===== src/rtl/core/mlrq_pkg.sv =====
package mlrq_pkg;

  localparam logic [1:0] KIND_ENQ = 2'd0;
  localparam logic [1:0] KIND_REM = 2'd1;

  localparam logic [2:0] ST_ENQUEUED  = 3'd0;
  localparam logic [2:0] ST_REMOVED   = 3'd1;
  localparam logic [2:0] ST_BAD_LEVEL = 3'd2;
  localparam logic [2:0] ST_FULL      = 3'd3;
  localparam logic [2:0] ST_NOT_FOUND = 3'd4;
  localparam logic [2:0] ST_QUERY     = 3'd5;

  typedef enum logic [10:0] {
    S_INIT   = 11'b00000000001,
    S_IDLE   = 11'b00000000010,
    S_ENQ    = 11'b00000000100,
    S_SCAN   = 11'b00000001000,
    S_LOOK   = 11'b00000010000,
    S_UNLINK = 11'b00000100000,
    S_FIX    = 11'b00001000000,
    S_HEAD   = 11'b00010000000,
    S_HWAIT  = 11'b00100000000,
    S_OUT    = 11'b01000000000,
    S_FREE   = 11'b10000000000
  } state_t;

endpackage


===== src/rtl/core/mlrq_ram.sv =====
module mlrq_ram #(
  parameter int WIDTH = 8,
  parameter int DEPTH = 64
) (
  input  logic                     clk,
  input  logic                     we,
  input  logic [$clog2(DEPTH)-1:0] waddr,
  input  logic [WIDTH-1:0]         wdata,
  input  logic [$clog2(DEPTH)-1:0] raddr,
  output logic [WIDTH-1:0]         rdata
);

  logic [WIDTH-1:0] mem [DEPTH];

  always_ff @(posedge clk) begin
    if (we) begin
      mem[waddr] <= wdata;
    end
    rdata <= mem[raddr];
  end

endmodule


===== src/rtl/core/multilevel_ready_queue.sv =====
// Four-level ready queue (LEVELS configurable) holding task identifiers in a shared
// store of SLOTS linked slots. Each input word (kind, task_id, level) gives one result
// word (status, next_task, next_is_idle, next_level). After reset the free-slot stack
// is loaded by a pass over all SLOTS slots before the first word is taken. A remove
// walks the levels from head to tail through the slot memory. Words are handled one
// at a time; the result stays in an output register until taken, and a result not
// yet taken holds the next one back.
module multilevel_ready_queue import mlrq_pkg::*; #(
  parameter int LEVELS       = 4,
  parameter int SLOTS        = 64,
  parameter int TASK_ID_BITS = 8
) (
  input  logic        clk,
  input  logic        rst_n,
  input  logic        in_tvalid,
  output logic        in_tready,
  input  logic [15:0] in_tdata,   // kind[1:0], task_id[9:2], level[12:10]
  output logic        out_tvalid,
  input  logic        out_tready,
  output logic [15:0] out_tdata,  // status[2:0], next_task[10:3], next_is_idle[11],
                                  // next_level[13:12]
  input  logic        cfg_we,
  input  logic [7:0]  cfg_wdata
);

  localparam int SB = $clog2(SLOTS);
  localparam int LB = $clog2(LEVELS);
  localparam int CB = SB + 1;

  state_t state_r, state_nxt;

  logic [7:0]    idle_r;
  logic [1:0]    kind_r;
  logic [7:0]    id_r;
  logic [2:0]    lvl_r;
  logic [2:0]    status_r;
  logic [SB-1:0] head_r [LEVELS];
  logic [SB-1:0] tail_r [LEVELS];
  logic [CB-1:0] cnt_r  [LEVELS];
  logic [CB-1:0] free_cnt_r;
  logic [LB-1:0] lv_r;
  logic [CB-1:0] idx_r;
  logic [SB-1:0] cur_r;
  logic [SB-1:0] slot_r;
  logic          out_valid_r;
  logic [15:0]   out_data_r;

  // memories
  logic          t_we, n_we, p_we, f_we;
  logic [SB-1:0] t_wa, n_wa, p_wa, f_wa, t_ra, n_ra, p_ra, f_ra;
  logic [7:0]    t_wd, t_rd;
  logic [SB-1:0] n_wd, n_rd, p_wd, p_rd, f_wd, f_rd;

  mlrq_ram #(.WIDTH(8),  .DEPTH(SLOTS)) u_task (.clk, .we(t_we), .waddr(t_wa), .wdata(t_wd),
                                                .raddr(t_ra), .rdata(t_rd));
  mlrq_ram #(.WIDTH(SB), .DEPTH(SLOTS)) u_next (.clk, .we(n_we), .waddr(n_wa), .wdata(n_wd),
                                                .raddr(n_ra), .rdata(n_rd));
  mlrq_ram #(.WIDTH(SB), .DEPTH(SLOTS)) u_prev (.clk, .we(p_we), .waddr(p_wa), .wdata(p_wd),
                                                .raddr(p_ra), .rdata(p_rd));
  mlrq_ram #(.WIDTH(SB), .DEPTH(SLOTS)) u_free (.clk, .we(f_we), .waddr(f_wa), .wdata(f_wd),
                                                .raddr(f_ra), .rdata(f_rd));

  logic [7:0]    id_in;
  logic [7:0]    tmask;
  logic          any_ne;
  logic [LB-1:0] first_lv;
  logic [LB-1:0] elv;
  logic          is_h, is_t;
  logic [SB-1:0] h_lv, t_lv;

  assign tmask = 8'((9'd1 << TASK_ID_BITS) - 9'd1);
  assign id_in = in_tdata[9:2] & tmask;
  assign elv   = LB'(lvl_r);
  assign h_lv  = head_r[lv_r];
  assign t_lv  = tail_r[lv_r];
  assign is_h  = (slot_r == h_lv);
  assign is_t  = (slot_r == t_lv);

  always_comb begin
    any_ne = 1'b0;
    first_lv = '0;
    for (int l = LEVELS - 1; l >= 0; l--) begin
      if (cnt_r[l] != '0) begin
        any_ne = 1'b1;
        first_lv = LB'(l);
      end
    end
  end

  assign in_tready  = (state_r == S_IDLE);
  assign out_tvalid = out_valid_r;
  assign out_tdata  = out_data_r;

  always_comb begin
    state_nxt = state_r;
    t_we = 1'b0; t_wa = slot_r; t_wd = id_r; t_ra = cur_r;
    n_we = 1'b0; n_wa = slot_r; n_wd = '0;   n_ra = cur_r;
    p_we = 1'b0; p_wa = slot_r; p_wd = '0;   p_ra = slot_r;
    f_we = 1'b0; f_wa = idx_r[SB-1:0]; f_wd = SB'(SLOTS - 1) - idx_r[SB-1:0];
    f_ra = SB'(free_cnt_r - CB'(1));
    case (state_r)
      S_INIT: begin
        f_we = 1'b1;
        if (idx_r == CB'(SLOTS - 1)) begin
          state_nxt = S_IDLE;
        end
      end
      S_IDLE: begin
        if (in_tvalid) begin
          if (in_tdata[1:0] == KIND_ENQ) begin
            state_nxt = (int'(in_tdata[12:10]) < LEVELS && free_cnt_r != '0) ? S_ENQ : S_HEAD;
          end else if (in_tdata[1:0] == KIND_REM) begin
            state_nxt = S_SCAN;
          end else begin
            state_nxt = S_HEAD;
          end
        end
      end
      S_ENQ: begin
        t_we = 1'b1; t_wa = f_rd; t_wd = id_r;
        n_we = 1'b1; n_wa = f_rd; n_wd = '0;
        p_we = 1'b1; p_wa = f_rd; p_wd = (cnt_r[elv] == '0) ? '0 : tail_r[elv];
        state_nxt = S_FIX;
      end
      S_FIX: begin
        n_we = (kind_r == KIND_ENQ) ? (cnt_r[elv] != CB'(1)) : (!is_h && !is_t);
        n_wa = (kind_r == KIND_ENQ) ? tail_r[elv] : cur_r;
        n_wd = (kind_r == KIND_ENQ) ? slot_r : n_rd;
        state_nxt = S_HEAD;
      end
      S_SCAN: begin
        if (idx_r < cnt_r[lv_r]) begin
          state_nxt = S_LOOK;
        end else if (lv_r == LB'(LEVELS - 1)) begin
          state_nxt = S_HEAD;
        end else begin
          state_nxt = S_SCAN;
        end
      end
      S_LOOK: begin
        state_nxt = (t_rd == id_r) ? S_UNLINK : S_SCAN;
      end
      S_UNLINK: begin
        // slot_r holds the slot; n_rd/p_rd now valid
        f_we = 1'b1; f_wa = free_cnt_r[SB-1:0]; f_wd = slot_r;
        if (!is_h && is_t) begin
          n_we = 1'b1; n_wa = p_rd; n_wd = '0;
        end
        if (!is_h && !is_t) begin
          p_we = 1'b1; p_wa = n_rd; p_wd = p_rd;
          n_we = 1'b1; n_wa = p_rd; n_wd = n_rd;
        end
        state_nxt = S_HEAD;
      end
      S_HEAD: begin
        t_ra = head_r[first_lv];
        state_nxt = S_HWAIT;
      end
      S_HWAIT: begin
        t_ra = head_r[first_lv];
        state_nxt = S_OUT;
      end
      S_OUT: begin
        t_ra = head_r[first_lv];
        if (!out_valid_r || out_tready) begin
          state_nxt = S_IDLE;
        end
      end
      default: state_nxt = S_INIT;
    endcase
  end

  always_ff @(posedge clk) begin
    if (!rst_n) begin
      state_r     <= S_INIT;
      idle_r      <= '0;
      free_cnt_r  <= CB'(SLOTS);
      idx_r       <= '0;
      out_valid_r <= 1'b0;
      for (int l = 0; l < LEVELS; l++) begin
        head_r[l] <= '0;
        tail_r[l] <= '0;
        cnt_r[l]  <= '0;
      end
    end else begin
      state_r <= state_nxt;
      if (cfg_we) begin
        idle_r <= cfg_wdata;
      end
      if (out_tready && state_r != S_OUT) begin
        out_valid_r <= 1'b0;
      end
      case (state_r)
        S_INIT: idx_r <= idx_r + CB'(1);
        S_IDLE: begin
          if (in_tvalid) begin
            kind_r <= in_tdata[1:0];
            id_r   <= id_in;
            lvl_r  <= in_tdata[12:10];
            lv_r   <= '0;
            idx_r  <= '0;
            cur_r  <= head_r[0];
            if (in_tdata[1:0] == KIND_ENQ) begin
              status_r <= (int'(in_tdata[12:10]) >= LEVELS) ? ST_BAD_LEVEL :
                          (free_cnt_r == '0) ? ST_FULL : ST_ENQUEUED;
            end else if (in_tdata[1:0] == KIND_REM) begin
              status_r <= ST_NOT_FOUND;
            end else begin
              status_r <= ST_QUERY;
            end
          end
        end
        S_ENQ: begin
          slot_r     <= f_rd;
          free_cnt_r <= free_cnt_r - CB'(1);
          if (cnt_r[elv] == '0) begin
            head_r[elv] <= f_rd;
          end
          cnt_r[elv]  <= cnt_r[elv] + CB'(1);
        end
        S_FIX: begin
          if (kind_r == KIND_ENQ) begin
            tail_r[elv] <= slot_r;
          end
        end
        S_SCAN: begin
          if (!(idx_r < cnt_r[lv_r])) begin
            lv_r  <= lv_r + LB'(1);
            idx_r <= '0;
            cur_r <= head_r[LB'(lv_r + LB'(1))];
          end else begin
            slot_r <= cur_r;
          end
        end
        S_LOOK: begin
          if (t_rd != id_r) begin
            cur_r <= n_rd;
            idx_r <= idx_r + CB'(1);
          end
        end
        S_UNLINK: begin
          status_r   <= ST_REMOVED;
          free_cnt_r <= free_cnt_r + CB'(1);
          cnt_r[lv_r] <= cnt_r[lv_r] - CB'(1);
          if (is_h && is_t) begin
            head_r[lv_r] <= '0;
            tail_r[lv_r] <= '0;
          end else if (is_h) begin
            head_r[lv_r] <= n_rd;
          end else if (is_t) begin
            tail_r[lv_r] <= p_rd;
          end
        end
        S_OUT: begin
          if (!out_valid_r || out_tready) begin
            out_valid_r <= 1'b1;
            out_data_r  <= {2'b00, any_ne ? 2'(first_lv) : 2'd0, !any_ne,
                            any_ne ? t_rd : idle_r, status_r};
          end
        end
        default: ;
      endcase
    end
  end

endmodule

===== config.mk =====
export PLATFORM = sky130hd
export DESIGN_NAME = multilevel_ready_queue
export DESIGN_NICKNAME = d
export VERILOG_FILES = /design/src/rtl/core/mlrq_pkg.sv /design/src/rtl/core/mlrq_ram.sv /design/src/rtl/core/multilevel_ready_queue.sv
export SDC_FILE = /design/constraint.sdc
export NUM_CORES = 2
export LEC_CHECK = 0
export BUFFER_PORTS_ARGS = -buffer_cell sky130_fd_sc_hd__buf_2
export CORE_AREA = 3 3 378 343
export CTS_BUF_LIST = sky130_fd_sc_hd__clkbuf_4 sky130_fd_sc_hd__clkbuf_8
export CTS_CLUSTER_DIAMETER = 200
export CTS_CLUSTER_SIZE = 25
export DETAILED_ROUTE_END_ITERATION = 8
export DIE_AREA = 0 0 381 346
export PLACE_DENSITY = 0.8
export RECOVER_POWER = 25
export SYNTH_ARGS = -nofsm -noshare
export SYNTH_HDL_FRONTEND = slang
export SYNTH_SLANG_ARGS = --single-unit

===== constraint.sdc =====
create_clock -name clk -period 14.4 [get_ports clk]
set_clock_uncertainty 0.15 [all_clocks]
set_input_delay 1.44 -clock clk [delete_from_list [all_inputs] [get_ports clk]]
set_output_delay 1.44 -clock clk [all_outputs]
set_load 0.1 [all_outputs]

==> results.py <==
metrics = {
    "worst_setup_path": {
        "cp.arrival_ns": 6.64,
        "slowest_delay_ns": 1.03,
        "crit_top_cell": "buf_4",
        "crit_start": "cnt_r[2][3]",
        "r2r_start": "cnt_r[2][3]",
        "critPathMaxFanout": 48,
        "crit_buf_inv": 3,
        "path_class": "flip-flop to flip-flop",
        "critPathTopFamily": "simple AND/OR/NAND/NOR gates",
        "startpoint_type": "flip-flop",
        "endpoint_kind": "flip-flop",
        "crit_path_cell_trace": "nor4_1 > nand2_1 > a221o_1 > a31o_1 > buf_4 > nor2_8 > buf_4 > buf_4 > and3_1 > a311oi_1 > a211oi_1 > nor4_1",
        "worstPathRequired_ns": 14.97,
        "slowest_stage": "nor4_1",
    },
    "placement": {
        "hpwl_um": 106000,
        "postPlaceCellArea_mm2": 0.0772,
        "gp_congestion": 0.934,
        "pre_cts_ws_ns": 8.55,
        "io_buffers": 41,
    },
    "route": {
        "routed_via_density": 6.69,
        "dr.pass1.iters": 6,
        "first_iter_violations": 5813,
        "vias": 40200,
        "drc": 0,
        "finalWirelength_um": 170000,
        "wl_per_cell_um": 28.3,
        "ant_nets": 0,
    },
    "timing": {
        "worst_pin_slew_ns": 3.29,
        "worst_slack_ns": 8.33,
        "grt_setup_unrepaired": "false",
        "period_needed_ns": 6.07,
        "hold_viol": 0,
        "max_freq_mhz": 165,
        "fin_setup_tns_ns": 0,
        "finalMaxSlewViolations": 865,
        "period_share_pct": 42.1,
        "relSlewSlack_pct": -119,
        "setup_viol": 0,
    },
    "synthesis": {
        "muxShareOfSynthArea_pct": 14.0,
        "synthXorXnorAreaFrac_pct": 0.419,
        "synthSimpleGateAreaFrac_pct": 7.05,
        "yosys_register_bits": 1846,
        "synth_top_family_by_area": "multiplexers",
        "yosys_warnings": 0,
        "synth.distinct_cells": 89,
        "synth.avg_cell_area_um2": 17.5,
        "syn_inst": 4289,
        "synth-seq-area-share_pct": 72.8,
        "synth_edf_count": 1783,
        "synth_compound_area_share_pct": 3.89,
        "ys.flop_type": "edfxtp_1",
        "async_flop_share_pct": 0,
        "synth-adder-area-share_pct": 0.249,
        "synth.cell_area_mm2": 0.0753,
    },
    "cells_and_area": {
        "syn_to_final_growth_pct": 4.64,
        "final_common_cell": "edfxtp_1",
        "drive_gt1_share_pct": 16.3,
        "stdcell_area_mm2": 0.0788,
        "final_cell_mix": "edfxtp_1, nand2_1, mux4_2",
        "nNetsFinal": 4280,
        "nFillCells": 8681,
    },
    "status": {
        "status": "complete, but fails checks",
        "failed_checks": "max-capacitance violations, max-slew violations",
    },
    "clocking": {
        "holdBufCountCts": 0,
        "clock_sinks": 1846,
        "cts_buffers": 83,
        "cts_max_level": 3,
        "ctsResizeCount": 0,
        "clock_latency_ns": 0.85,
        "post-cts-setup-buffers": 0,
        "root_buffer": "clkbuf_8",
        "clk_pin_slew_ns": 0.15,
        "cts_tree": "built",
        "clockBufferDepth": 3,
    },
    "pwr": {
        "p_leak_nw": 24.8,
        "peakVddDrop_v": 0.000106,
        "total_power_mw": 8.27,
        "p_per_area_mw_per_mm2": 105,
    },
    "floorplanning": {
        "io-pin-count": 47,
        "rows": 124,
        "die_y_um": 346,
        "die_w_um": 381,
        "dieArea_mm2": 0.132,
        "coreArea_mm2": 0.126,
        "start_util_pct": 59.6,
    },
    "global_route": {
        "grt_use_total_pct": 25.7,
        "overflow": 0,
        "grt_pass1_wl_um": 253000,
        "grt_pass1_vias": 39200,
        "antenna_found_initial": 6,
        "grt_max_degree": 104,
    },
    "min_path": {
        "holdCritStartpoint": "free_cnt_r[6]",
        "hold_class": "flip-flop to flip-flop",
    },
    "flow_run": {
        "drv_cap": 15,
    },
}
[where the power goes]
group	leakage [nW]	switching [mW]	total [mW]	internal, mW
Combinational	6.78	0.132	0.170	0.0388
Clock	0.879	1.49	2.21	0.719
Sequential	17.2	0.0184	5.89	5.87
Total	24.8	1.64	8.27	6.63
[stage by stage]
stage          utilization (%)  instances  hold slack [ns]
4_1_cts                   62.4       5995            0.375
5_1_grt                   62.4       5996            0.406
2_1_floorplan                -       4290            0.250
3_3_place_gp              61.2       5852            0.329
6_report                  62.4       6000            0.380
3_5_place_dp              61.2       5852            0.336
[path summary, 6_finish.rpt]
path                     end  slack [ns]  depth (start not counted)
max          u_task.rdata[3]        8.33                         12
min            free_cnt_r[6]        0.38                          2
max reg2reg  u_task.rdata[3]        8.33                         12
min reg2reg    free_cnt_r[6]        0.38                          2
[state kept, by name, summed over array words and instances, names as in the netlist, 10 cells and up, named ones only]
name        count
state_r        10
u_prev.mem    384
cnt_r          28
u_task.mem    512
out_tdata      14
tail_r         24
u_free.mem    384
head_r         24
u_next.mem    384
[kinds of logic after synthesis]
| logic type | count (synthesis) |
|---|---|
| buffers and inverters | 291 |
| XOR/XNOR | 36 |
| flip-flops | 1846 |
| other | 1 |
| adder cells (fa/ha/maj) | 15 |
| AO/OA/AOI/OAI | 402 |
| multiplexers | 529 |
| AND/OR/NAND/NOR | 1169 |
[cell usage after synthesis (all sizes together) (19+ instances only)]
cell    count  share of area, %
a211oi     37              0.38
a21oi      36              0.24
a221o      25              0.33
a221oi     30              0.35
a22oi      19              0.19
a311oi     26              0.30
a31oi      39              0.34
and3       62              0.52
buf        92              0.59
clkbuf    150              0.75
dfxtp      63               1.7
edfxtp   1783                71
inv        48              0.24
mux2i      97               1.3
mux4      416                12
nand2     443               2.2
nand2b     21              0.17
nand3     109              0.76
nor2      371               1.9
nor3       29              0.20
nor4       22              0.24
o21ai      76              0.51
xnor2      25              0.29
[routing by layer]
layer | routed length [um] | GRT usage [%]
met5 | 41 | 0
met4 | 5190 | 6.88
met3 | 18900 | 5.57
met2 | 80400 | 39.9
met1 | 65500 | 37.7
[area by class of cell]
type	count	area (um2)	share of cell area, %
multi-input combinational	2153	19400	24.6
timing repair buffer	103	597	0.758
clock buffer	140	1580	2.01
tap	1701	2130	2.70
inverter	49	184	0.234
antenna	5	12.5	0.0159
sequential	1846	54800	69.6
clock inverter	3	45.0	0.0572
[tightest hold or removal path, delay by kind of cell, from the launching register on]
family / cells / cell delay, ns
xor gates and xnor gates: 1 / 0.08
and+or+nand+nor: 1 / 0.05
DFF: 1 / 0.38
Power figures use the tool's default switching activity.
